===== config.mk =====
export PLATFORM = sky130hd
export DESIGN_NAME = ens_outq_flat
export DESIGN_NICKNAME = d
export VERILOG_FILES = /design/src/rtl/core/eight_neighbour_mean_smoother_unit_assert.svh /design/src/rtl/core/ens_pkg.sv /design/src/rtl/core/ens_stream_if.sv /design/src/rtl/core/ens_outq.sv /design/src/flat_wrapper.sv
export SDC_FILE = /design/constraint.sdc
export NUM_CORES = 1
export LEC_CHECK = 0
export BUFFER_PORTS_ARGS = -buffer_cell sky130_fd_sc_hd__buf_2
export CAP_MARGIN = 5
export CORE_AREA = 4 4 58 60
export DETAILED_ROUTE_END_ITERATION = 8
export DIE_AREA = 0 0 62 64
export GPL_TIMING_DRIVEN = 0
export PLACE_DENSITY = 0.75
export SLEW_MARGIN = 10
export SYNTH_ARGS = -nofsm -noshare
export SYNTH_HDL_FRONTEND = slang
export SYNTH_SLANG_ARGS = --single-unit

===== constraint.sdc =====
create_clock -name i_clk -period 2.5 [get_ports i_clk]
set_input_delay 0.125 -clock i_clk [delete_from_list [all_inputs] [get_ports i_clk]]
set_output_delay 0.125 -clock i_clk [all_outputs]
set_load 0.005 [all_outputs]

===== src/rtl/core/eight_neighbour_mean_smoother_unit_assert.svh =====
// Assertion helpers for the smoother RTL.
`ifndef EIGHT_NEIGHBOUR_MEAN_SMOOTHER_UNIT_ASSERT_SVH
`define EIGHT_NEIGHBOUR_MEAN_SMOOTHER_UNIT_ASSERT_SVH

// Same-cycle implication, off while reset is held.
`define ENS_ASSERT_IMPLY(label, clk, rst_n, ante, cons, msg) \
    label: assert property (@(posedge clk) disable iff (!rst_n) (ante) |-> (cons)) \
        else $error(msg);

// Next-cycle implication, off while reset is held.
`define ENS_ASSERT_NEXT(label, clk, rst_n, ante, cons, msg) \
    label: assert property (@(posedge clk) disable iff (!rst_n) (ante) |=> (cons)) \
        else $error(msg);

`endif


===== src/rtl/core/ens_pkg.sv =====
package ens_pkg;

    localparam int FW_W     = 12;
    localparam int FH_W     = 16;
    localparam int PIX_W    = 24;
    localparam int APB_AW   = 3;
    localparam int APB_DW   = 32;
    localparam int OQ_DEPTH = 8;
    localparam int OQ_PW    = $clog2(OQ_DEPTH);
    localparam int OQ_UW    = $clog2(OQ_DEPTH + 1);

    // Register index, taken from paddr[2]
    localparam logic REG_IDX_WIDTH  = 1'b0;
    localparam logic REG_IDX_HEIGHT = 1'b1;

    // Input word codes
    localparam logic CMD_PIXEL = 1'b0;
    localparam logic CMD_FLUSH = 1'b1;

    typedef logic [PIX_W-1:0] t_rgb;

    typedef struct packed {
        logic       cmd;
        logic [7:0] in_red;
        logic [7:0] in_green;
        logic [7:0] in_blue;
    } t_pix_in;

    typedef struct packed {
        logic [7:0] out_red;
        logic [7:0] out_green;
        logic [7:0] out_blue;
        logic       end_of_frame;
        logic       last_of_item;
    } t_pix_out;

    // Control carried from the accept stage through the line-store read
    typedef struct packed {
        logic pix_act;
        logic flush_act;
        logic has0;
        logic has1;
        logic border;
        logic eof;
        t_rgb pix;
    } t_s1_ctrl;

    // Up to two words pushed into the output queue in one cycle
    typedef struct packed {
        logic [1:0] cnt;
        t_pix_out   w0;
        t_pix_out   w1;
    } t_push;

endpackage


===== src/rtl/core/ens_stream_if.sv =====
interface ens_stream_if #(
    parameter type T = logic
);
    logic valid;
    logic ready;
    T     data;

    modport source (output valid, output data, input ready);
    modport sink (input valid, input data, output ready);
endinterface


===== src/rtl/core/ens_outq.sv =====
module ens_outq
    import ens_pkg::*;
(
    input  logic              i_clk,
    input  logic              i_rst_n,
    input  t_push             i_push,
    ens_stream_if.source      o_res,
    output logic [OQ_UW-1:0]  o_count
);
    t_pix_out          r_mem [OQ_DEPTH];
    logic [OQ_PW-1:0]  r_wptr;
    logic [OQ_PW-1:0]  r_rptr;
    logic [OQ_UW-1:0]  r_count;
    logic [OQ_PW-1:0]  wptr_next1;
    logic              pop;

    assign wptr_next1  = r_wptr + OQ_PW'(1);
    assign pop         = o_res.valid & o_res.ready;
    assign o_res.valid = (r_count != '0);
    assign o_res.data  = r_mem[r_rptr];
    assign o_count     = r_count;

    always_ff @(posedge i_clk) begin
        if (i_push.cnt != 2'd0) begin
            r_mem[r_wptr] <= i_push.w0;
        end
        if (i_push.cnt == 2'd2) begin
            r_mem[wptr_next1] <= i_push.w1;
        end
    end

    always_ff @(posedge i_clk) begin
        if (!i_rst_n) begin
            r_wptr  <= '0;
            r_rptr  <= '0;
            r_count <= '0;
        end else begin
            r_wptr  <= r_wptr + OQ_PW'(i_push.cnt);
            if (pop) begin
                r_rptr <= r_rptr + OQ_PW'(1);
            end
            r_count <= r_count + OQ_UW'(i_push.cnt) - OQ_UW'(pop);
        end
    end
endmodule


===== src/flat_wrapper.sv =====
// flat-port wrapper written by rule: the top's interface ports become plain ports
module ens_outq_flat import ens_pkg::*;
  (i_clk, i_rst_n, i_push, o_count, o_res_valid, o_res_data, o_res_ready);
  ens_stream_if o_res_i ();
  input  logic i_clk;
  input  logic i_rst_n;
  input  t_push i_push;
  output logic [OQ_UW-1:0] o_count;
  output wire logic [$bits(o_res_i.valid)-1:0] o_res_valid;
  output wire logic [$bits(o_res_i.data)-1:0] o_res_data;
  input wire logic [$bits(o_res_i.ready)-1:0] o_res_ready;
  assign o_res_valid = o_res_i.valid;
  assign o_res_data = o_res_i.data;
  assign o_res_i.ready = o_res_ready;
  ens_outq u_core (.i_clk(i_clk), .i_rst_n(i_rst_n), .i_push(i_push), .o_res(o_res_i), .o_count(o_count));
endmodule

# Word level (Yosys, flattened, before mapping)
# Memories as Yosys holds them, arrays and structs flattened. A register that Yosys moved wholly into a read port is not among the register bits.
# Cells that the tools add are included.
# totals
reg_bits	10
memories	1
mem_bits_rw	208
out_inout_bits	6
# memory_table
memory	depth	word_bits	rd	rd_ports_with_merged_regs	wr	line_no	text
u_core.r_mem	8	26	1	1	2	ens_outq.sv:10	t_pix_out r_mem [OQ_DEPTH];
# op_classes
bitwise_logic	1
eq_ne	1
add_sub_neg	5
n_reduce_logical	2
n_mux	6
# ops
op	count
$add A3 B1 Y3 const B	2
$mux W3	2
$add A4 B2 Y4	1
$mux W1	4
$reduce_bool A4 Y1	1
$sub A4 B1 Y4	1
$add A3 B2 Y3	1
$eq A2 B2 Y1 const B	1
$reduce_bool A2 Y1	1
$and A1 B1 Y1	1

# Logic depth before layout (Yosys ltp)
# depth
depth_word	4
depth_mapped	9
mapped_depth_nobuf	9

# Least setup slack after synthesis
# Ideal clock, no wire load.
# synth_timing
path_kind	register to register
startpoint	register u_core.r_count[2], in the netlist u_core.o_count[2]
endpoint	register u_core.r_count[2], in the netlist u_core.o_count[2]
arrival_ns	2.066
setup_ns	0.115
slack_ns	0.319
required_time_ns	2.385
path_stages_with_launch	10
cell_sequence	dfxtp_1 inv_1 ha_1 or3b_2 nand2_2 mux2i_1 ha_1 fa_1 xor2_1 and2_1
# synth_between
elab_chain_len	3
word_cells_on_any_way	4
classes_between	2 x add/sub; 1 x bitwise; 1 x reduce/logical
# synth_rtl
item	line_no	text
from (decl)	ens_outq.sv:13	logic [OQ_UW-1:0] r_count;
from (signal assigned)	ens_outq.sv:42	r_count <= r_count + OQ_UW'(i_push.cnt) - OQ_UW'(pop);
$reduce_bool A4 Y1	ens_outq.sv:19	assign o_res.valid = (r_count != '0);
net o_res_valid	flat_wrapper.sv:9	output wire logic [$bits(o_res_i.valid)-1:0] o_res_valid;
$and A1 B1 Y1	ens_outq.sv:18	assign pop = o_res.valid & o_res.ready;
$sub A4 B1 Y4	ens_outq.sv:42	
# The timed path passes the listed nets, and every way through them passes these cells.
# A chain may end at the register's enable or synchronous reset.

# Final worst setup path
# layout_timing
startpoint	register u_core.r_count[2], in the netlist u_core.o_count[2]
endpoint	register u_core.r_count[2], in the netlist u_core.o_count[2]
# layout_between
elab_chain_len	3
word_cells_on_any_way	4
classes_between	2 x add/sub; 1 x bitwise; 1 x reduce/logical
# layout_rtl
item	line_no
parallel branches: the longest is 2 deep, another holds $add A4 B2 Y4	n/a
$sub A4 B1 Y4 (*)	ens_outq.sv:42
# Mark *: on every way between the ends.

==> results by group <==
Status
  • Status: finished clean

Worst setup path
  • CP max stage delay: around 470 ps
  • Most frequent CP cell: ha_1
  • Kind of critical path: flip-flop to flip-flop
  • Worst EP arrival: 2500 ps
  • Crit path capture type: flip-flop
  • Family with the most delay on the worst path: simple AND/OR/NAND/NOR gates
  • Critical path, cell by cell: inv_1 > ha_1 > or3b_2 > nand2_2 > mux2i_1 > ha_1 > fa_1 > xor2_1 > and2_1
  • WP buf/inv: 1
  • Slowest CP cell: or3b_2
  • Worst-path fanout max: 6
  • CP Data Required Time: roughly 2700 ps
  • Setup crit start kind: flip-flop

Timing
  • Slew HR: 69.37%
  • Slew Limit Fails: 0
  • Worst slew pin tran: between 400 and 500 ps
  • RSZ-0062 raised after global routing: no
  • Fin crit period: between 2000 and 2500 ps
  • Setup violators final: 0
  • Final Hold Fails: 0
  • Post-Route Skew: 5.791 ps
  • TNS Setup: 0 ps
  • Fin crit share: a little over 90%
  • Fmax: approximately 440 MHz

Floorplan
  • Die span in y: ~64 um
  • I/O pins: 63
  • Rows: 20
  • Core area: roughly 2900 um^2
  • Initial Util: a little over two fifths
  • DIE AREA: between 3000 and 4000 um^2
  • Die X: slightly above 60 um

Drt
  • Post-DRT Antenna Nets: 0
  • DRT iter0 DRCs: 40
  • Total Wirelength: 2.171 mm
  • WL per Instance: 13.32 um
  • Vias/cell: between 5 and 6
  • Via count: slightly below 900
  • Drt first pass iters: 4
  • DRC: 0

Pwr
  • Net Sw Power: approximately 0.35 mW
  • Power, Total: ~1.0 mW
  • Comb pwr share: ~40%
  • Max IR drop VDD: approximately 530 uV
  • Seq pwr share: ~44%
  • Power per cell area: around 750 nW/um^2
  • Sw frac: around a third
  • Leak pwr: 0.5894 nW
  • Clock power share: between 15 and 20%
  • Pint: slightly below 0.7 mW

Layout
  • Post-route cell area: between 1000 and 1500 um^2
  • Number of diodes: 0
  • Layout cells sized above 1: between 20% and 30%
  • Fin util: a little under half
  • Filler cell count: between 200 and 300
  • Finished Layout Cells: 163
  • Layout net count: between 150 and 200
  • P&R area growth vs syn: 9.812%
  • Commonest non-fill, non-tap cells in the layout: dfxtp_1 (13), buf_2 (12), inv_1 (10)
  • Commonest non-fill, non-tap cell in the layout: dfxtp_1

Clock tree
  • CTS Buf Count: 3
  • CTS tree: yes
  • CTS root buf: clkbuf_4
  • Clock transition at path regs: roughly 120 ps
  • Clock sinks: 21
  • CTS Buffer Depth: 2
  • Post_cts resized: 0
  • Clk_lat worst skew: around 300 ps
  • Cts hold-fix bufs: 0
  • H-tree lvl count: 1
  • Post-CTS Setup Inserts: 0

Synthesis
  • Synth top area share: approximately a fifth
  • Top cells by area, synth: dfxtp_1 (21%), edfxtp_1 (19%), ha_1 (7.9%)
  • Avg Synthesized Cell Area: around 11 um^2
  • Synth unique cells: 37
  • Syn Inst Count: about 120
  • Share of the yosys chip area belonging to registers: 39.64%
  • Net count after synthesis: ~180
  • Cell taking the most area after synthesis: dfxtp_1
  • #FFs+latches synth: 21
  • Synthesized area: around 1300 um^2
  • Yosys warning total: 0

Global route
  • Initial antenna violation count: 0
  • Largest net degree at the start of global routing: 13
  • GRT overflow: 0
  • GRT busiest layer: met2
  • GRT met1 Usage: approximately 17%
  • Met3 usage: 2.020%
  • GR Util met2: 18.65%
  • First-pass GRT wire length: 3.663 mm
  • Vias in the first global route: about 840
  • Gr usage total: 12.43%

Placed design
  • Post-DP Area: between 1000 and 1500 um^2
  • Port buffer count: 11
  • Final GP Congestion: between 0.9 and 1
  • Total placed cells including tap cells: about 160
  • HPWL after detailed placement: 1.704 mm

Job
  • Max-cap viol count: 0

Worst hold path
  • Hold Path Class: input pin to flip-flop
## layout make-up
cell class / count / area (um^2) / share of cell area [%]
Buffer: 4 / 25.02 / 1.805
Clock buffer: 3 / 22.52 / 1.625
Clock inverter: 1 / 5.005 / 0.3610
Inverter: 10 / 37.54 / 2.708
Multi-Input combinational cell: 80 / 699.4 / 50.45
Sequential cell: 21 / 500.5 / 36.10
Tap cell: 33 / 41.29 / 2.978
Timing Repair Buffer: 11 / 55.05 / 3.971
## worst paths after layout
path,from,to,slack (ps),depth (start not counted)
worst max-delay path,u_core.o_count[2],u_core.o_count[2],210,9
worst min-delay path,i_rst_n,u_core.o_count[3],130,3
worst max register to register,u_core.o_count[2],u_core.o_count[2],210,9
worst min register to register,u_core.r_rptr[2],u_core.r_rptr[2],500,2
## power groups by stage
stage	clock network [mW]	logic, mW	registers [mW]
after floorplan	0	0.316	0.459
after global placement	0	0.404	0.462
after detailed placement	0	0.421	0.468
after CTS	0.168	0.424	0.459
after global routing	0.180	0.481	0.466
final	0.161	0.419	0.459
## worst reg2reg max path, delay by kind of cell, from the launching register on
| kind | cells | cell delay, ps |
|---|---|---|
| buf+inv | 1 | 100 |
| flops | 1 | 340 |
| mux | 1 | 100 |
| fa+ha+maj | 3 | 730 |
| simple gates | 3 | 790 |
| xor+xnor | 1 | 140 |
## metrics by stage
stage,hold WS [ps],setup WS (ps)
2_1_floorplan,279.7,319.3
3_3_place_gp,438.9,258.5
3_5_place_dp,456.1,227.0
4_1_cts,122.4,199.6
5_1_grt,135.2,116.2
6_report,127.5,209.9
## cell usage after synthesis
library cell  number
inv_1             10
fa_1               2
or3b_2             1
nand3_1            3
o21ai_0            1
nand2_2            1
o31ai_1            3
nand4_1            3
mux2_2             8
nor4b_2            1
nor2b_1            3
buf_2              1
a21o_1             1
nor2_1             4
xnor2_2            1
ha_1               8
or2_2              2
xor2_2             1
buf_6              1
a31oi_1            1
and4_1             1
mux2i_1            8
clkbuf_1           1
xor2_1             1
nand2_1            7
mux2_1             1
a21oi_1            1
and2_1             5
mux4_2             2
a32oi_1            1
nand2b_1           3
xnor2_1            1
dfxtp_1           13
nor3_1             3
edfxtp_1           8
o41ai_1            2
clkbuf_2           1
## cell families after synthesis
family	Yosys count	share of synthesized area [%]
compound gates	10	5.748
xor+xnor	4	3.965
fa+ha+maj	10	11.10
buf+inv	14	4.955
flops	21	39.64
mux	19	17.94
simple gates	37	16.65
## layer usage
layer | part of all wire (%) | vias to the layer above | routed length [um]
met2 | 49 | 32 | 1070
li1 | - | 440 | -
met4 | 2.3 | 0 | 51
met3 | 4.9 | 6 | 106
met1 | 43 | 400 | 943
met5 | 0 | - | 0
Power figures use the tool's default switching activity.
