[src/rtl/core/eight_neighbour_mean_smoother_unit_assert.svh]
// Assertion helpers for the smoother RTL.
`ifndef EIGHT_NEIGHBOUR_MEAN_SMOOTHER_UNIT_ASSERT_SVH
`define EIGHT_NEIGHBOUR_MEAN_SMOOTHER_UNIT_ASSERT_SVH

// Same-cycle implication, off while reset is held.
`define ENS_ASSERT_IMPLY(label, clk, rst_n, ante, cons, msg) \
    label: assert property (@(posedge clk) disable iff (!rst_n) (ante) |-> (cons)) \
        else $error(msg);

// Next-cycle implication, off while reset is held.
`define ENS_ASSERT_NEXT(label, clk, rst_n, ante, cons, msg) \
    label: assert property (@(posedge clk) disable iff (!rst_n) (ante) |=> (cons)) \
        else $error(msg);

`endif

[src/rtl/core/ens_pkg.sv]
package ens_pkg;

    localparam int FW_W     = 12;
    localparam int FH_W     = 16;
    localparam int PIX_W    = 24;
    localparam int APB_AW   = 3;
    localparam int APB_DW   = 32;
    localparam int OQ_DEPTH = 8;
    localparam int OQ_PW    = $clog2(OQ_DEPTH);
    localparam int OQ_UW    = $clog2(OQ_DEPTH + 1);

    // Register index, taken from paddr[2]
    localparam logic REG_IDX_WIDTH  = 1'b0;
    localparam logic REG_IDX_HEIGHT = 1'b1;

    // Input word codes
    localparam logic CMD_PIXEL = 1'b0;
    localparam logic CMD_FLUSH = 1'b1;

    typedef logic [PIX_W-1:0] t_rgb;

    typedef struct packed {
        logic       cmd;
        logic [7:0] in_red;
        logic [7:0] in_green;
        logic [7:0] in_blue;
    } t_pix_in;

    typedef struct packed {
        logic [7:0] out_red;
        logic [7:0] out_green;
        logic [7:0] out_blue;
        logic       end_of_frame;
        logic       last_of_item;
    } t_pix_out;

    // Control carried from the accept stage through the line-store read
    typedef struct packed {
        logic pix_act;
        logic flush_act;
        logic has0;
        logic has1;
        logic border;
        logic eof;
        t_rgb pix;
    } t_s1_ctrl;

    // Up to two words pushed into the output queue in one cycle
    typedef struct packed {
        logic [1:0] cnt;
        t_pix_out   w0;
        t_pix_out   w1;
    } t_push;

endpackage

[src/rtl/core/ens_window.sv]
module ens_window
    import ens_pkg::*;
(
    input  logic     i_clk,
    input  logic     i_rst_n,
    input  t_s1_ctrl i_s1,
    input  t_rgb     i_rd_older,
    input  t_rgb     i_rd_newer,
    output t_push    o_push
);
    // r_win[row][col]: row 0 older line, row 1 newer line, row 2 incoming; col 2 newest
    t_rgb     r_win [3][3];
    t_s1_ctrl r_s2;
    t_s1_ctrl n_s2;
    t_rgb     smooth;
    t_rgb     first_pix;

    always_ff @(posedge i_clk) begin
        if (i_s1.pix_act) begin
            for (int a = 0; a < 3; a++) begin
                r_win[a][0] <= r_win[a][1];
                r_win[a][1] <= r_win[a][2];
            end
            r_win[0][2] <= i_rd_older;
            r_win[1][2] <= i_rd_newer;
            r_win[2][2] <= i_s1.pix;
        end
    end

    // Stage 2 control; the flush pixel rides in the pix field
    always_comb begin
        n_s2     = i_s1;
        n_s2.pix = i_rd_newer;
    end

    always_ff @(posedge i_clk) begin
        if (!i_rst_n) begin
            r_s2 <= '0;
        end else begin
            r_s2 <= n_s2;
        end
    end

    always_comb begin : p_smooth
        logic [10:0] sum;
        for (int ch = 0; ch < 3; ch++) begin
            sum = '0;
            for (int a = 0; a < 3; a++) begin
                for (int b = 0; b < 3; b++) begin
                    if (a != 1 || b != 1) begin
                        sum = sum + 11'(r_win[a][b][ch*8 +: 8]);
                    end
                end
            end
            smooth[ch*8 +: 8] = sum[10:3];
        end
    end

    function automatic t_pix_out mk_word(input t_rgb pix, input logic eof,
                                         input logic last);
        t_pix_out w;
        w.out_red      = pix[23:16];
        w.out_green    = pix[15:8];
        w.out_blue     = pix[7:0];
        w.end_of_frame = eof;
        w.last_of_item = last;
        return w;
    endfunction

    assign first_pix = r_s2.border ? r_win[1][1] : smooth;

    always_comb begin
        o_push.cnt = 2'd0;
        o_push.w0  = mk_word(r_win[1][2], 1'b0, 1'b1);
        o_push.w1  = mk_word(r_win[1][2], 1'b0, 1'b1);
        if (r_s2.flush_act) begin
            o_push.cnt = 2'd1;
            o_push.w0  = mk_word(r_s2.pix, r_s2.eof, 1'b1);
        end else if (r_s2.pix_act) begin
            if (r_s2.has0 && r_s2.has1) begin
                o_push.cnt = 2'd2;
                o_push.w0  = mk_word(first_pix, 1'b0, 1'b0);
            end else if (r_s2.has0) begin
                o_push.cnt = 2'd1;
                o_push.w0  = mk_word(first_pix, 1'b0, 1'b1);
            end else if (r_s2.has1) begin
                // right border word only
                o_push.cnt = 2'd1;
            end
        end
    end
endmodule

[config.mk]
export PLATFORM = sky130hd
export DESIGN_NAME = ens_window
export DESIGN_NICKNAME = d
export VERILOG_FILES = /design/src/rtl/core/eight_neighbour_mean_smoother_unit_assert.svh /design/src/rtl/core/ens_pkg.sv /design/src/rtl/core/ens_window.sv
export SDC_FILE = /design/constraint.sdc
export NUM_CORES = 1
export LEC_CHECK = 0
export BUFFER_PORTS_ARGS = -buffer_cell sky130_fd_sc_hd__buf_2
export CORE_ASPECT_RATIO = 0.75
export CORE_MARGIN = 2
export CORE_UTILIZATION = 45
export DETAILED_ROUTE_END_ITERATION = 10
export HOLD_SLACK_MARGIN = 0.06
export PLACE_DENSITY = 0.71
export RECOVER_POWER = 50
export SETUP_SLACK_MARGIN = 0.1
export SLEW_MARGIN = 20
export SYNTH_ARGS = -nofsm -noshare
export SYNTH_HDL_FRONTEND = slang
export SYNTH_SLANG_ARGS = --single-unit
[constraint.sdc]
create_clock -name i_clk -period 4.4 [get_ports i_clk]
set_input_delay 0.44 -clock i_clk [delete_from_list [all_inputs] [get_ports i_clk]]
set_output_delay 0.44 -clock i_clk [all_outputs]
set_load 0.01 [all_outputs]
== Word-level counts from Yosys, hierarchy flattened ==
Memory sizes are Yosys's and may differ from the RTL's.
Cells that the tools add are included.
W data, S select, Z words.

* Bits in registers: 30
* Bits in writable memories: 216
* Bits of input ports: 80
* Output and inout port bits: 54
* Logic and storage cells: 39
* Memories: 1

{| class="wikitable"
|+ Memories
! name !! depth !! width !! rd ports !! clocked after Yosys merged registers in !! wr ports !! RTL line !! source
|-
| r_win || 3 || 72 || 3 || 0 || 3 || ens_window.sv:12 || <nowiki>t_rgb r_win [3][3];</nowiki>
|}

* $add $sub $neg: 21
* Multiplexer cells: 9
* Reduce and logical (&&, ||, !) cells: 1

{| class="wikitable"
|+ Operators with widths
! kind !! count
|-
| $add A11 B8 Y11 || 12
|-
| $mux W28 || 3
|-
| $add A10 B8 Y11 || 3
|-
| $add A9 B8 Y10 || 3
|-
| $add A8 B8 Y9 || 3
|-
| $mux W26 || 1
|-
| $mux W24 || 1
|-
| $mux W1 || 4
|-
| $logic_and A1 B1 Y1 || 1
|}

== Depth between registers and ports, before layout ==
Gate-level depths: netlist (run 1).
An unclocked memory read counts as a cell.

* Depth in word-level cells: 13
* Mapped depth: 16
* Depth with buffers taken out: 16

== Least setup slack after synthesis (run 1) ==
No wires, ideal clock.

* Kind: flip-flop to output port
* Start: memory r_win[0][74] (netlist name)
* End: output port o_push[31] (netlist name)
* Arrival: 3991 ps
* Required time: 3960 ps
* Setup slack: -31 ps
* Cell stages (with the launch flop): 14
* Buffers on the path: 0
* Cells stage by stage: edfxtp_1 > inv_1 > fa_1 > inv_1 > fa_1 > fa_1 > fa_1 > and2b_1 > fa_1 > a21o_1 > o21ba_1 > nor3_1 > a211oi_1 > o31ai_1

{| class="wikitable"
|+ RTL lines
! item !! RTL line !! source
|-
| start: declaration || ens_window.sv:12 ||
|-
| end: declaration || ens_window.sv:9 || <nowiki>output t_push o_push</nowiki>
|}

==> results of run 1 <==
## cells in the mapped netlist, drive strengths merged
library cell / number
a211o: 1
a211oi: 14
a21boi: 1
a21o: 6
a21oi: 42
a221o: 4
a22o: 1
a311o: 2
a311oi: 1
a31oi: 3
and2: 34
and2b: 2
and3b: 1
buf: 32
clkbuf: 11
conb: 2
dfxtp: 30
edfxtp: 216
fa: 138
ha: 31
inv: 287
mux2: 3
mux2i: 3
nand2: 25
nand3: 8
nand4b: 1
nor2: 14
nor2b: 2
nor3: 7
nor3b: 10
o2111ai: 1
o211ai: 3
o21a: 1
o21ai: 22
o21ba: 2
o221a: 2
o22ai: 2
o31ai: 3
or2: 5
xnor2: 10
xor2: 3
## how the worst max path moves through the flow
stage / slack, ns / depth (start not counted) / end / startpoint
6_report: -0.81 / 15 / o_push[33] / r_win[0][2]
5_1_grt: -0.97 / 14 / o_push[31] / r_win[0][2]
4_1_cts: -0.85 / 14 / o_push[47] / r_win[0][42]
3_5_place_dp: -0.37 / 15 / o_push[31] / r_win[0][73]
3_3_place_gp: -0.31 / 14 / o_push[47] / r_win[0][162]
2_1_floorplan: 0.07 / 13 / o_push[31] / r_win[0][74]
## per-layer routing
metal	GRT usage	vias to the layer above	wire length, um
met4	0.03926	2	543
met5	0	-	11
met3	0.03849	40	1360
met1	0.2461	3823	11790
met2	0.2925	177	12530
li1	-	3585	-
## critical path, cell delays in order (launching register included)
cell	delay (ns)
edfxtp_1	0.38
inv_2	0.05
fa_1	0.55
inv_2	0.05
fa_2	0.57
fa_1	0.43
fa_1	0.47
and2b_1	0.20
fa_2	0.36
a21o_1	0.20
o21ba_4	0.22
buf_4	0.14
o22ai_4	0.13
xor2_2	0.19
a21oi_1	0.09
buf_2	0.18
## power by group through the flow
stage | Sequential (mW) | Combinational [mW] | Clock [mW]
finish | 2.80 | 7.05 | 2.16
global placement | 2.84 | 4.85 | 0
floorplan | 2.83 | 3.38 | 0
CTS | 2.80 | 6.21 | 2.22
detailed placement | 2.85 | 4.93 | 0
global route | 2.82 | 7.77 | 2.30
## registers in the layout, indices dropped and copies added, names as in the netlist
name   count
r_win    216
r_s2      30
## cells by family after synthesis
group | synth area share
buffers and inverters | 0.1029
DFF | 0.5426
adders and majority gates | 0.2412
AOI/OAI and AO/OA | 0.05403
and+or+nand+nor | 0.04503
xor gates and xnor gates | 0.008718
muxes | 0.004886
other | 0.0005750
## per-stage QoR
stage / worst slack, ns / utilization / instances
2_1_floorplan: 0.07433 / - / 986
3_3_place_gp: -0.3136 / 0.5097 / 1515
3_5_place_dp: -0.3671 / 0.5097 / 1515
4_1_cts: -0.8517 / 0.5681 / 1613
5_1_grt: -0.9717 / 0.5765 / 1629
6_report: -0.8098 / 0.5766 / 1630
## repair_timing
| action | CTS | global route |
|---|---|---|
| cloned | 0 | 0 |
| resized for setup | 82 | 54 |
| pin swaps | 66 | 44 |
| endpoints found under the setup margin | 24 | 24 |
| buffers inserted | 11 | 16 |
| hold buffers | 39 | 1 |
| endpoints found under the hold margin | 39 | 1 |
## cell type report
cell class / instances / share of cell area
Sequential cell: 246 / 0.4351
Multi-Input combinational cell: 410 / 0.3151
Timing Repair Buffer: 253 / 0.1024
Inverter: 287 / 0.06613
Clock buffer: 36 / 0.04532
Tap cell: 385 / 0.02957
Clock inverter: 12 / 0.006222
Antenna cell: 1 / 0.0001536
==> flow_summary.ini, run 1 <==
[pwr]
p_clk_frac = 0.180
sw_frac_of_total = 0.3779
p_sw_mw = 4.538
p_per_area_nw_per_um2 = 737.2
intPower_mw = 7.471
p_leak_nw = 7.121
sequentialPowerShare = 0.234
power_mw = 12.01
ir_drop_mv = 0.4660
comb_power_share = 0.587

[place]
portBuffers = 131
hpwl_mm = 17.68
placed_area_um2 = 14400
gp_congestion = 0.8235

[cts]
numClockSinks = 246
cts_max_level = 1
tritoncts = done
cts_buffers = 26
clock_latency_ns = 0.55
clockBufferDepth = 3
clk_pin_slew_ns = 0.06
cts-root-buf = clkbuf_16

[worst_setup_path]
critPathCaptureType = output port
rrSetupSlack_ns = 3.33
r2r_cells = 3
worstPathRequired_ns = 3.96
worstReg2RegStart = r_win[0][91]
r2r_end = r_win[0][115]
start_kind = flop
arrival_ns = 4.77
crit_type = flop to output port
crit_fanout = 3

[die]
die_h_um = 151.5
start_util = 0.4623
die-area_um2 = 30420
rows = 53
fp.dieW_um = 200.7
boundaryPins = 134
core_area_um2 = 28250

[layout]
drive_gt1_frac = 0.2757
multi_input_area_um2 = 5132
layout_common_cells = 254 x inv_1, 216 x edfxtp_1, 130 x fa_1, 108 x buf_2, 56 x buf_4
fillerInstances = 2339
area_growth_pct = 24.73
mostFrequentLayoutCell = inv_1
fin_nets = 1473
fin_area_um2 = 16290
regArea_um2 = 7088

[synth]
ys_seq_area_frac = 0.5426
ys.warnings.count = 0
syn_avg_cell_area_um2 = 13.25
synthTopCellsByArea = edfxtp_1 50%, fa_1 21%, inv_1 8.2%
syn_area_um2 = 13060
ys_types = 46
synth_cells = 986
syn-num-nets = 1235
ys_ff_latch = 246
synth_top_area_share = 0.4966
synth_largest_area_cell = edfxtp_1

[global_routing]
grt_overflow_total = 0
antenna_found_initial = 2
grt_max_degree = 91
track_usage = 0.1777
grt_pass1_wl_mm = 41.81
grt_pass1_vias = 8088

[sta]
fin_tns_setup_ns = -13.40
slew_headroom = -0.4856
timing.hold.ws_ns = 0.08281
fmax_mhz = 191.9
tightest_slew_ns = 2.228
slew_viol_final = 111
layout_min_cycle_time_ns = 5.210
finalWorstSetupSlack_ns = -0.8098
final-setup-viol-count = 24
skew_ns = 0.02761
hold_viol = 0
rsz0062_at_grt = true
finalCritPeriodShare = 1.184

[hold_path]
min-delay-start = i_rd_older[0]
min_path_type = input pin to flop
hold_end = r_win[0][0]
hold_depth = 1

[job]
maxCapViolCount = 2

[detailed_routing]
vias = 7627
antenna_left = 0
drt-initial-drc-count = 409
drc = 0
drt_pass1_iterations = 5
drt-total-wl_mm = 26.23
via_per_inst = 4.679
wire_per_inst_um = 16.09

[outcome]
status = finished with violations
violations = max-capacitance violations, max-slew violations, negative setup slack
Power figures use the tool's default switching activity.
==> run 2: changes to the inputs <==
PLACE_DENSITY = 0.69   (was 0.71)
clock period = 4.9 ns   (was 4.4 ns; I/O delays follow)
==> flow_summary.ini, run 2 (synthesis results as in run 1) <==
[sta]
slew_viol_final = 106
finalCritPeriodShare = 1.053
hold_viol = 0
fmax_mhz = 193.9
skew_ns = 0.006501
finalWorstSetupSlack_ns = -0.2579
slew_headroom = -1.809
final-setup-viol-count = 17
timing.hold.ws_ns = 0.1174
tightest_slew_ns = 4.214
rsz0062_at_grt = true
layout_min_cycle_time_ns = 5.158

[worst_setup_path]
crit_type = flop to output port
arrival_ns = 4.67
critPathCaptureType = output port
start_kind = flop
crit_fanout = 4
worstPathRequired_ns = 4.41

[layout]
top_register = r_win
area_growth_pct = 20.48
fin_nets = 1404
fin_cells = 1562
fin_area_um2 = 15740
drive_gt1_frac = 0.2687
layout_common_cells = 256 x inv_1, 216 x edfxtp_1, 131 x fa_1, 112 x buf_2, 32 x buf_4
fillerInstances = 2401
reg.largest.list = r_win (216), r_s2 (30)
largest_reg_flops = 216
regArea_um2 = 7088
multi_input_area_um2 = 5162
mostFrequentLayoutCell = inv_1

[pwr]
comb_power_share = 0.577
p_per_area_nw_per_um2 = 676.2
p_clk_frac = 0.186
p_sw_mw = 4.001
p_leak_nw = 6.842
intPower_mw = 6.639
sw_frac_of_total = 0.3761
sequentialPowerShare = 0.237
ir_drop_mv = 0.4198

[die]
boundaryPins = 134
rows = 53
start_util = 0.4623
core_area_um2 = 28250
die-area_um2 = 30420
fp.dieW_um = 200.7
die_h_um = 151.5

[cts]
numClockSinks = 246
clk_pin_slew_ns = 0.06
cts-root-buf = clkbuf_16
cts_buffers = 27
cts_max_level = 1
tritoncts = done
clockBufferDepth = 3
clock_latency_ns = 0.54

[place]
portBuffers = 131
placed_area_um2 = 14070
hpwl_mm = 17.18
gp_congestion = 0.7796
placedCellCount = 1473

[global_routing]
grt_pass1_vias = 7563
track_usage = 0.1731
antenna_found_initial = 1
grt_pass1_wl_mm = 40.61
grt_max_degree = 98
grt_overflow_total = 0

[outcome]
violations = max-capacitance violations, max-slew violations, negative setup slack
status = finished with violations

[detailed_routing]
drt-initial-drc-count = 477
antenna_left = 0
drt_pass1_iterations = 5
wire_per_inst_um = 16.50
drc = 0
drt-total-wl_mm = 25.78
via_per_inst = 4.675
vias = 7303

[hold_path]
min_path_type = input pin to flop

[job]
maxCapViolCount = 2
## run 2: cell count changes in the layout (fill, tap and decap cells not counted), moves of 7 or more
cell	change
a21oi_2	-7
buf_4	-24
dlygate4sd3_1	-40
clkbuf_1	-7
## run 2: path summary, 6_finish.rpt
| check | from | cells after the start | slack (ns) | endpoint |
|---|---|---|---|---|
| setup / recovery | r_win[0][92] | 15 | -0.26 | o_push[50] |
| hold / removal | i_rd_older[6] | 1 | 0.12 | r_win[0][6] |
| setup reg to reg | r_win[0][93] | 2 | 3.98 | r_win[0][117] |
| hold reg to reg | r_win[0][46] | 0 | 0.44 | r_win[0][70] |
## run 2: critical path, cell delays in order, from the launching register on
cell and delay [ns]:
edfxtp_1 0.41, inv_2 0.06, fa_1 0.53, inv_1 0.05, fa_1 0.46, fa_1 0.52
inv_1 0.05, fa_1 0.49, inv_2 0.05, ha_4 0.26, a21oi_4 0.18, o211ai_1 0.16
a311o_1 0.38, a21o_1 0.20, a31oi_4 0.22, buf_6 0.13
## run 2: cell type report
type	count	area share
antenna	1	0.0001590
clock buffer	33	0.04564
clock inverter	17	0.009383
inverter	287	0.06846
multi-input combinational	410	0.3281
sequential	246	0.4505
tap	385	0.03061
timing repair buffer	183	0.06719
## run 2: timing repair
| item | CTS | global route |
|---|---|---|
| hold buffers | 0 | 0 |
| resized for setup | 76 | 63 |
| setup buffers | 24 | 14 |
| gates cloned | 0 | 0 |
| endpoints found under the setup margin | 23 | 24 |
| pin swaps | 62 | 58 |
## run 2: power by group through the flow
stage	Combinational (mW)	Sequential (mW)	Clock, mW
2_1_floorplan	3.03	2.54	0
3_3_place_gp	3.96	2.55	0
3_5_place_dp	4.06	2.56	0
4_1_cts	5.14	2.52	2.04
5_1_grt	6.80	2.54	2.12
6_report	6.14	2.52	1.98
## run 2: metal layers
metal | GRT usage | wire length, um | vias to the layer above
met4 | 0.03889 | 453 | 0
met2 | 0.2595 | 11650 | 161
met5 | 0 | 0 | -
met1 | 0.2586 | 12220 | 3661
met3 | 0.04042 | 1454 | 32
li1 | - | - | 3449
## run 2: metrics by stage
step	setup TNS (ns)	setup WS, ns	utilization	power, mW
floorplan	0	0.4187	-	5.566
global placement	-0.04790	-0.04790	0.4981	6.511
detailed placement	-0.1346	-0.05872	0.4981	6.617
CTS	-3.186	-0.3109	0.5462	9.698
global route	-5.840	-0.4225	0.5570	11.45
finish	-2.410	-0.2579	0.5570	10.64
