===== src/rtl/core/eight_neighbour_mean_smoother_unit_assert.svh =====
// Assertion helpers for the smoother RTL.
`ifndef EIGHT_NEIGHBOUR_MEAN_SMOOTHER_UNIT_ASSERT_SVH
`define EIGHT_NEIGHBOUR_MEAN_SMOOTHER_UNIT_ASSERT_SVH

// Same-cycle implication, off while reset is held.
`define ENS_ASSERT_IMPLY(label, clk, rst_n, ante, cons, msg) \
    label: assert property (@(posedge clk) disable iff (!rst_n) (ante) |-> (cons)) \
        else $error(msg);

// Next-cycle implication, off while reset is held.
`define ENS_ASSERT_NEXT(label, clk, rst_n, ante, cons, msg) \
    label: assert property (@(posedge clk) disable iff (!rst_n) (ante) |=> (cons)) \
        else $error(msg);

`endif


===== src/rtl/core/ens_ram.sv =====
module ens_ram #(
    parameter int WIDTH = 8,
    parameter int DEPTH = 16
) (
    input  logic                     i_clk,
    input  logic                     i_we,
    input  logic [$clog2(DEPTH)-1:0] i_waddr,
    input  logic [WIDTH-1:0]         i_wdata,
    input  logic                     i_re,
    input  logic [$clog2(DEPTH)-1:0] i_raddr,
    output logic [WIDTH-1:0]         o_rdata
);
    logic [WIDTH-1:0] r_mem [DEPTH];

    always_ff @(posedge i_clk) begin
        if (i_we) begin
            r_mem[i_waddr] <= i_wdata;
        end
        if (i_re) begin
            o_rdata <= r_mem[i_raddr];
        end
    end
endmodule


===== config.mk =====
export PLATFORM = sky130hd
export DESIGN_NAME = ens_ram
export DESIGN_NICKNAME = d
export VERILOG_FILES = /design/src/rtl/core/eight_neighbour_mean_smoother_unit_assert.svh /design/src/rtl/core/ens_ram.sv
export SDC_FILE = /design/constraint.sdc
export NUM_CORES = 1
export LEC_CHECK = 0
export BUFFER_PORTS_ARGS = -buffer_cell sky130_fd_sc_hd__buf_2
export CORE_ASPECT_RATIO = 1.4
export CORE_MARGIN = 2
export CORE_UTILIZATION = 25
export CTS_CLUSTER_SIZE = 28
export DETAILED_ROUTE_END_ITERATION = 8
export GPL_TIMING_DRIVEN = 0
export HOLD_SLACK_MARGIN = 0.15
export PLACE_DENSITY = 0.35
export SYNTH_ARGS = -nofsm -noshare
export SYNTH_HDL_FRONTEND = slang
export SYNTH_SLANG_ARGS = --single-unit
export TNS_END_PERCENT = 20

===== constraint.sdc =====
create_clock -name i_clk -period 3.1 [get_ports i_clk]
set_input_delay 0.62 -clock i_clk [delete_from_list [all_inputs] [get_ports i_clk]]
set_output_delay 0.62 -clock i_clk [all_outputs]
set_load 0.05 [all_outputs]

# Word-level counts from Yosys, hierarchy flattened
# Memory sizes are Yosys's and may differ from the RTL's. A register that Yosys moved wholly into a read port is not among the register bits.
# Index checks and enable logic that the tools add are counted.
[totals]
ramBits = 128
register_bits = 0
out_inout_bits = 8
memories = 1
[classes]
muxes = 2
[mem_list]
columns = ["name", "words", "word_bits", "rd", "rd_ports_with_merged_regs", "write_ports", "line", "text"]
rows = [
  ["r_mem", 16, 8, 1, 1, 1, "ens_ram.sv:13", "logic [WIDTH-1:0] r_mem [DEPTH];"],
]
[ops]
columns = ["operator", "count"]
rows = [
  ["$mux W1", 2],
]

# Depth between registers and ports, before layout
# Gate-level depths: netlist of the first run.
[depth]
ltp_word = 2
ltp_mapped = 5
mapped_depth_nobuf = 3

# Least setup slack after synthesis of the first run
# No wires, ideal clock.
[synth_timing]
path_kind = "input to register"
start = "input i_waddr[2]"
end = "memory r_mem[0][0], enable pin"
setup_slack_ns = 0.987
cell_stages = 2
arrival_ns = 1.730
path_cell_list = "or3b_2 -> nor3_1"
[synth_rtl]
columns = ["item", "line", "text"]
rows = [
  ["start: declaration", "ens_ram.sv:7", "input logic [$clog2(DEPTH)-1:0] i_waddr,"],
  ["end: declaration", "ens_ram.sv:13", ""],
]
# Straight into the memory's write port.

# Worst setup path in the final report of the first run
[layout_timing]
start = "input i_waddr[2]"
end = "memory r_mem[2][6], enable pin"
# Straight into the memory's write port.

==> flow_summary.ini, run 1 <==
[layout]
syn_to_final_growth_pct = 20.5
fin_area_sq_mm = 0.00630
insertedDiodeCount = 0
fillers = 1956
multi_input_area_sq_mm = 0.00108
fin_nets = 292
regArea_sq_mm = 0.00408
fin_util_pct = 30.6
drive_gt1_share_pct = 30.6
final_cells = 540

[sta]
rsz0062_at_grt = false
slew_viol_final = 0
tightest_slew_ns = 0.938
finalCriticalPeriod_ns = 1.99
relSlewSlack_pct = 37.2
hold_viol = 0
fmax_mhz = 503
setup_tns_ns = 0
holdWs_ns = 0.565
setup_viol = 0
period_share_pct = 64.1
skew_ns = 0.00726

[hold_path]
hp-start = i_re
hold_path_end = o_rdata[2]$_DFFE_PP_
holdPathStages = 1
hp-class = in2reg

[worst_setup_path]
reg2reg_from = r_mem[1][1]$_DFFE_PP_
worstSetupEndpointType = flop
reg2regPathDepth = 3
r2r_end = o_rdata[1]$_DFFE_PP_
critPathKind = in2reg
critPathMaxFanout = 8
critPathArrivalTime_ns = 2.01
r2r_setup_slack_ns = 1.46
cp-start-kind = input port
crit_required_ns = 3.12

[yosys]
synthesis.nets = 248
synth_area_per_cell_sq_um = 22.8
synth_seq_cells = 136
synthesis.area_sq_mm = 0.00523
synth-seq-area-share_pct = 78.1
synthDistinctLibCells = 18
ys_warn_count = 0
synthCells = 229

[placement]
io_buffer_count = 25
place.gp.congestion = 0.699
dp_hpwl_um = 7910
place_area_sq_mm = 0.00569
place_inst = 510

[cts]
cts_root_buf = clkbuf_16
cts_buffers = 17
cts.htree.levels = 4
postCtsSetupBuffers = 0
clock_path_buffers = 2
clk_pin_slew_ns = 0.06
clock_latency_ns = 0.41
cts_sinks = 136
ctsResizeCount = 0
cts_tree = done
ctsHoldBuffers = 0

[global_routing]
grt-ovfl-total = 0
grt_pass1_vias = 2512
grt_max_degree = 17
antenna_found_initial = 0
grtUsageTotal_pct = 11.5
grt_pass1_wl_um = 17300

[floorplan]
die_area_sq_mm = 0.0221
start_util_pct = 25.4
die_w_um = 126
top_level_ports = 27
fp.dieH_um = 175
rows = 62
core_sq_mm = 0.0206

[route]
viasPerCell = 4.33
drt_iter0_drc = 187
vias = 2338
drcViolationCount = 0
postRouteAntennaNets = 0
dr.pass1.iters = 4
wirelength_um = 12000
wl_per_cell_um = 22.2

[pwr]
powerDensity_mw_per_mm2 = 696
pwr-share-clk_pct = 47.2
p_int_mw = 3.49
power_frac_seq_pct = 47.4
p_switching_mw = 0.899
sw_frac_of_total_pct = 20.5
p_leak_nw = 2.05
pwr-share-comb_pct = 5.4
ir_worst_vdd_v = 0.000338

[outcome]
status = completed

[job]
cap_violations = 0
[through the flow]
step / total power, mW / setup slack, ns
global route: 4.54 / 1.06
detailed placement: 2.36 / 0.631
CTS: 4.45 / 1.07
floorplan: 2.25 / 0.987
global placement: 2.36 / 0.254
finish: 4.39 / 1.11
[sequential cells by signal, summed over array words and instances (netlist names)]
name / count
r_mem: 128
o_rdata: 8
[layout make-up]
class                   instances  area share (%)
plain buffers                  10            1.37
flip-flops and latches        136            64.8
multi-input cells              83            17.1
clock buffers                  17            6.75
well taps                     256            5.08
clock inverters                13            2.88
repair buffers                 25            1.99
[cells by family (layout without fill, tap and decap cells)]
logic type	count (synthesis)	count (layout)	share of synthesized area (%)
compound gates	16	16	2.30
flops	136	136	78.1
mux	32	32	14.8
buf+inv	10	65	1.65
simple gates	35	35	3.14
[layout by cell type, fill, tap and decap left out, drive strengths merged]
cell           instances
clkinvlp               1
nor2                  13
nand3b                 2
nand2                  9
nand2b                 2
buf                   32
mux4                  32
nor2b                  1
and2b                  1
clkbuf                17
clkdlybuf4s25          3
and2                   1
nand3                  1
nor3                   4
or3b                   1
clkinv                 8
edfxtp               136
a22oi                 16
bufinv                 4
[Yosys cell counts]
cell / n / share of area, %
edfxtp_1: 136 / 78
mux4_2: 18 / 7.8
a22oi_1: 16 / 2.3
mux4_1: 14 / 7.0
nor2_1: 13 / 0.93
nand2_1: 9 / 0.65
nor3_1: 4 / 0.38
buf_2: 3 / 0.29
buf_6: 3 / 0.65
clkdlybuf4s25_2: 3 / 0.57
nand2b_1: 2 / 0.24
nand3b_1: 2 / 0.29
and2_1: 1 / 0.12
and2b_1: 1 / 0.14
buf_4: 1 / 0.14
nand3_1: 1 / 0.096
nor2b_1: 1 / 0.12
or3b_2: 1 / 0.17
[worst max path at each step]
stage	startpoint	end	slack, ns	depth (start not counted)
after floorplan	i_waddr[2]	r_mem[0][0]$_DFFE_PP_	0.99	2
after global placement	i_waddr[2]	r_mem[0][1]$_DFFE_PP_	0.25	3
after global routing	i_waddr[2]	r_mem[2][6]$_DFFE_PP_	1.06	3
after CTS	i_waddr[2]	r_mem[2][6]$_DFFE_PP_	1.07	3
final	i_waddr[2]	r_mem[2][6]$_DFFE_PP_	1.11	3
after detailed placement	i_waddr[3]	r_mem[4][5]$_DFFE_PP_	0.63	3
[power by group through the flow]
stage | registers (mW) | logic (mW) | clock network [mW]
3_3_place_gp | 2.12 | 0.243 | 0
6_report | 2.08 | 0.236 | 2.07
2_1_floorplan | 2.15 | 0.105 | 0
4_1_cts | 2.08 | 0.245 | 2.12
5_1_grt | 2.08 | 0.257 | 2.20
3_5_place_dp | 2.12 | 0.244 | 0
[critical path, stage by stage]
cell    delay, ns
buf_2        0.11
or3b_2       0.54
nor2_1       0.74
[routing by layer]
| layer | vias up | part of all wire (%) | global-route usage [%] |
|---|---|---|---|
| met2 | 50 | 53 | 19.7 |
| met1 | 1210 | 42 | 14.0 |
| met4 | 0 | 1.2 | 4.67 |
| met5 | - | 0 | 0 |
| met3 | 9 | 3.0 | 2.45 |
| li1 | 1069 | - | - |
Power figures use the tool's default switching activity.
==> run 2: changes to the inputs <==
--- a/config.mk
+++ b/config.mk
@@ -5,6 +5,7 @@
 export SDC_FILE = /design/constraint.sdc
 export NUM_CORES = 1
 export LEC_CHECK = 0
+export ABC_AREA = 1
 export BUFFER_PORTS_ARGS = -buffer_cell sky130_fd_sc_hd__buf_2
 export CORE_ASPECT_RATIO = 1.4
 export CORE_MARGIN = 2
==> constraint.sdc (replaced) <==
create_clock -name i_clk -period 1.9 [get_ports i_clk]
set_input_delay 0.38 -clock i_clk [delete_from_list [all_inputs] [get_ports i_clk]]
set_output_delay 0.38 -clock i_clk [all_outputs]
set_load 0.05 [all_outputs]
==> flow_summary.ini, run 2 <==
[pwr]
pwr-share-comb_pct = 7.3
sw_frac_of_total_pct = 23.4
pwr-share-clk_pct = 43.2
power_frac_seq_pct = 49.5
p_switching_mw = 1.61
ir_worst_vdd_v = 0.000655
p_leak_nw = 2.89
powerDensity_mw_per_mm2 = 1000
p_total_mw = 6.87
p_int_mw = 5.26

[sta]
fmax_mhz = 684
period_share_pct = 77.0
slew_viol_final = 0
hold_viol = 0
setup_ws_ns = 0.438
holdWs_ns = 0.304
relSlewSlack_pct = 31.0
tightest_slew_ns = 1.03
finalCriticalPeriod_ns = 1.46
rsz0062_at_grt = false
setup_viol = 0
skew_ns = 0.00789

[floorplan]
fp.dieH_um = 185
die_w_um = 133
rows = 66
start_util_pct = 25.3
top_level_ports = 27
die_area_sq_mm = 0.0246
core_sq_mm = 0.0231

[yosys]
synthCells = 551
synth-main-ff-cell = edfxtp_1
synthDistinctLibCells = 11
synth_area_per_cell_sq_um = 10.6
synth_most_common_cell = nand2_1
synth_seq_cells = 136
synth_area_leaders = edfxtp_1 (70%), nand2_1 (11%), nand3_1 (8.3%)
ys_warn_count = 0
synth_async_sr_flop_share_pct = 0
synthesis.nets = 570
yosysTopAreaCell = edfxtp_1
synthesis.area_sq_mm = 0.00585
synth-seq-area-share_pct = 69.8
yosysTopAreaCellShare_pct = 69.8
synth-edff-count = 136
yosys-top-cells-count = nand2_1 (173), edfxtp_1 (136), inv_1 (100), nand3_1 (97), nor2_1 (17)

[layout]
final_common_cell = nand2_1
syn_to_final_growth_pct = 17.4
final_cells = 912
insertedDiodeCount = 0
top_register = r_mem
drive_gt1_share_pct = 12.2
final_cell_mix = nand2_1 (173), edfxtp_1 (136), inv_1 (100), nand3_1 (97), buf_2 (36)
fin_nets = 612
top_regs = r_mem x128, o_rdata x8
largest_reg_flops = 128

[worst_setup_path]
critPathMaxFanout = 8
worst_path_max_delay_cell = nor2_1
max_stage_delay_ns = 0.83
reg2reg_from = r_mem[6][3]$_DFFE_PP_
critPathKind = in2reg
crit_buf_inv = 1
crit_required_ns = 1.95
r2r_end = o_rdata[3]$_DFFE_PP_
critical-path-top-delay-family = simple AND/OR/NAND/NOR gates
worstSetupEndpointType = flop
path_cells = buf_2, nand3_1, nor2_1
cp-start-kind = input port
r2r_setup_slack_ns = 0.63
reg2regPathDepth = 6
critPathArrivalTime_ns = 1.51

[cts]
ctsHoldBuffers = 0
ctsResizeCount = 0
cts_buffers = 17
cts_sinks = 136
clock_latency_ns = 0.43
cts.htree.levels = 4
cts_root_buf = clkbuf_16
clk_pin_slew_ns = 0.06
postCtsSetupBuffers = 0
cts_tree = done
clock_path_buffers = 2

[global_routing]
grt_max_degree = 17
grt_pass1_vias = 3826
grtUsageTotal_pct = 14.4
grt-ovfl-total = 0
grt_pass1_wl_um = 24600
antenna_found_initial = 0

[route]
dr.pass1.iters = 4
vias = 3769
postRouteAntennaNets = 0
drcViolationCount = 0
viasPerCell = 4.13
wl_per_cell_um = 18.3
wirelength_um = 16700
drt_iter0_drc = 249

[outcome]
status = completed

[placement]
place_inst = 880
io_buffer_count = 23
dpl_worst_slack_ns = -0.0299
dp_hpwl_um = 11700
place.gp.congestion = 0.837

[hold_path]
hold_path_end = o_rdata[1]$_DFFE_PP_
holdPathStages = 1
hp-class = in2reg
hp-start = i_re

[job]
cap_violations = 0
==> run 2: cell types whose count changed in the layout (fill, tap and decap cells not counted), moves of 8 or more <==
| cell | before | now |
|---|---|---|
| mux4_1 | 14 | 0 |
| mux4_2 | 18 | 0 |
| nand3_1 | 1 | 97 |
| a22oi_1 | 16 | 0 |
| inv_1 | 0 | 100 |
| buf_2 | 28 | 36 |
| nand2_1 | 9 | 173 |
==> run 2: how the worst max path moves through the flow <==
| stage | startpoint | to | slack (ns) | depth (start not counted) |
|---|---|---|---|---|
| floorplan | i_waddr[2] | r_mem[10][0]$_DFFE_PP_ | 0.57 | 2 |
| CTS | o_rdata[0]$_DFFE_PP_ | o_rdata[0] | 0.42 | 1 |
| detailed placement | i_waddr[2] | r_mem[11][0]$_DFFE_PP_ | -0.03 | 3 |
| finish | i_we | r_mem[15][4]$_DFFE_PP_ | 0.44 | 3 |
| global placement | i_raddr[0] | o_rdata[3]$_DFFE_PP_ | -0.03 | 8 |
| global route | i_waddr[2] | r_mem[11][3]$_DFFE_PP_ | 0.31 | 3 |
==> run 2: final cells by class <==
type,instances,area (sq um)
Clock inverter,13,87.6
Inverter,102,383
Timing Repair Buffer,23,115
Clock buffer,19,433
Sequential cell,136,4080
Multi-Input combinational cell,289,1210
Buffer,24,166
Tap cell,306,383
Fill cell,2450,16300
==> run 2: worst register-to-register path: cells and delay by family, from the launching register on <==
kind | cells | cell delay, ns
and+or+nand+nor | 5 | 0.60
DFF | 1 | 0.36
buffers and inverters | 1 | 0.06
==> run 2: power groups by stage <==
| stage | combinational, mW | sequential, mW | clock [mW] |
|---|---|---|---|
| after floorplan | 0.237 | 3.51 | 0 |
| after global placement | 0.515 | 3.46 | 0 |
| after detailed placement | 0.517 | 3.46 | 0 |
| after CTS | 0.518 | 3.40 | 3.03 |
| after global routing | 0.556 | 3.40 | 3.14 |
| final | 0.504 | 3.40 | 2.97 |
==> run 2: through the flow <==
step / utilization [%] / cell area, sq um / setup TNS [ns]
floorplan: - / 5850 / 0
CTS: 29.7 / 6870 / 0
detailed placement: 27.4 / 6340 / -0.415
global route: 29.7 / 6870 / 0
finish: 29.7 / 6870 / 0
global placement: 27.4 / 6340 / -0.284
==> run 2: cell families after synthesis <==
| group | count (synthesis) | synth area share, % |
|---|---|---|
| buf+inv | 126 | 9.39 |
| simple gates | 289 | 20.8 |
| flops | 136 | 69.8 |
==> run 2: per-layer routing <==
layer | vias to the layer above | part of all wire, % | track usage, %
li1 | 1866 | - | -
met1 | 1796 | 40 | 15.9
met2 | 76 | 52 | 25.8
met3 | 31 | 3.6 | 2.82
met4 | 0 | 4.3 | 8.34
met5 | - | 0 | 0
==> run 3: changes to the inputs <==
==> constraint.sdc (replaced) <==
create_clock -name i_clk -period 1.45 [get_ports i_clk]
set_input_delay 0.29 -clock i_clk [delete_from_list [all_inputs] [get_ports i_clk]]
set_output_delay 0.29 -clock i_clk [all_outputs]
set_load 0.05 [all_outputs]
==> flow_summary.ini, run 3 (same netlist as run 2, synthesis figures left out) <==
[outcome]
status = completed

[worst_setup_path]
r2r_end = o_rdata[3]$_DFFE_PP_
cp-start-kind = input port
crit_required_ns = 1.50
critPathArrivalTime_ns = 1.41
crit_start = i_we
r2r_setup_slack_ns = 0.19
reg2regPathDepth = 6
reg2reg_from = r_mem[6][3]$_DFFE_PP_
critPathMaxFanout = 8
worst_path_max_delay_cell = nor2_1
endpoint = r_mem[14][4]$_DFFE_PP_
max_stage_delay_ns = 0.80
path_cells = buf_2, nand3_1, nor2_1
critPathKind = in2reg
worstSetupEndpointType = flop

[sta]
tightest_slew_ns = 0.982
fmax_mhz = 737
rsz0062_at_grt = true
period_share_pct = 93.6
relSlewSlack_pct = 34.3
setup_viol = 0
slew_viol_final = 0
skew_ns = 0.00988
finalCriticalPeriod_ns = 1.36
hold_viol = 0

[job]
cap_violations = 0

[placement]
io_buffer_count = 23
dp_hpwl_um = 11700
place.gp.congestion = 0.837
place_inst = 880

[layout]
drive_gt1_share_pct = 12.7
syn_to_final_growth_pct = 17.5
final_cells = 912
largest_reg_flops = 128
final_cell_mix = nand2_1 (173), edfxtp_1 (136), inv_1 (100), nand3_1 (97), buf_2 (36)
fin_util_pct = 29.7
top_regs = r_mem x128, o_rdata x8
top_register = r_mem
fin_nets = 612
final_common_cell = nand2_1
insertedDiodeCount = 0

[cts]
cts_root_buf = clkbuf_16
ctsResizeCount = 0
postCtsSetupBuffers = 0
clk_pin_slew_ns = 0.06
ctsHoldBuffers = 0
cts.htree.levels = 4
cts_buffers = 17
cts_sinks = 136
clock_path_buffers = 2
cts_tree = done
clock_latency_ns = 0.43

[global_routing]
grt_pass1_wl_um = 24600
grt-ovfl-total = 0
grt_pass1_vias = 3826
grtUsageMet2_pct = 25.8
grtUsageTotal_pct = 14.4
grt_max_degree = 17
use_met3_pct = 2.82
grtUsageMet1_pct = 15.9
top_usage_layer = met2
antenna_found_initial = 0

[pwr]
ir_worst_vdd_v = 0.000847
p_leak_nw = 2.88
powerDensity_mw_per_mm2 = 1310

[route]
drcViolationCount = 0
dr.pass1.iters = 4
wl_per_cell_um = 18.3
viasPerCell = 4.12
wirelength_um = 16700
postRouteAntennaNets = 0
vias = 3756
drt_iter0_drc = 246

[floorplan]
top_level_ports = 27
die_w_um = 133
fp.dieH_um = 185
core_sq_mm = 0.0231
rows = 66
die_area_sq_mm = 0.0246
start_util_pct = 25.3

[hold_path]
hp-class = in2reg
## run 3: through the flow
step / cell area [sq um] / power [mW] / worst slack [ns] / setup TNS (ns) / hold slack, ns
5_1_grt: 6870 / 9.31 / -0.0143 / -0.0764 / 0.205
4_1_cts: 6870 / 9.10 / 0.0619 / 0 / 0.204
3_5_place_dp: 6340 / 5.21 / -0.390 / -35.64 / 0.660
2_1_floorplan: 5850 / 4.91 / 0.209 / 0 / 0.389
6_report: 6870 / 8.99 / 0.0923 / 0 / 0.215
3_3_place_gp: 6340 / 5.21 / -0.395 / -33.26 / 0.653
## run 3: where the power goes
group | switching, mW | internal [mW] | total, mW
clock | 1.58 | 2.30 | 3.88
sequential | 0.0207 | 4.43 | 4.45
combinational | 0.495 | 0.166 | 0.661
total | 2.09 | 6.90 | 8.99
## run 3: cell type report
cell class | count | area (sq um)
Buffer | 24 | 166
Clock buffer | 19 | 433
Clock inverter | 13 | 87.6
Fill cell | 2450 | 16200
Inverter | 102 | 383
Multi-Input combinational cell | 289 | 1220
Sequential cell | 136 | 4080
Tap cell | 306 | 383
Timing Repair Buffer | 23 | 115
## run 3: critical path, delay by kind of cell
family	cells	cell delay [ns]
buffers and inverters	1	0.11
AND/OR/NAND/NOR	2	1.00
## run 3: layer usage
layer / routed length, um / share of wire (%)
met2: 8790 / 53
met1: 6870 / 41
met3: 458 / 2.7
met4: 617 / 3.7
met5: 0 / 0
## run 3: how the worst min path moves through the flow
| stage | start | end | slack (ns) | depth (start not counted) |
|---|---|---|---|---|
| 3_5_place_dp | i_re | o_rdata[1]$_DFFE_PP_ | 0.66 | 1 |
| 3_3_place_gp | i_re | o_rdata[1]$_DFFE_PP_ | 0.65 | 1 |
| 6_report | i_re | o_rdata[1]$_DFFE_PP_ | 0.21 | 1 |
| 2_1_floorplan | i_wdata[0] | r_mem[0][0]$_DFFE_PP_ | 0.39 | 0 |
| 4_1_cts | i_re | o_rdata[7]$_DFFE_PP_ | 0.20 | 1 |
| 5_1_grt | i_re | o_rdata[1]$_DFFE_PP_ | 0.21 | 1 |
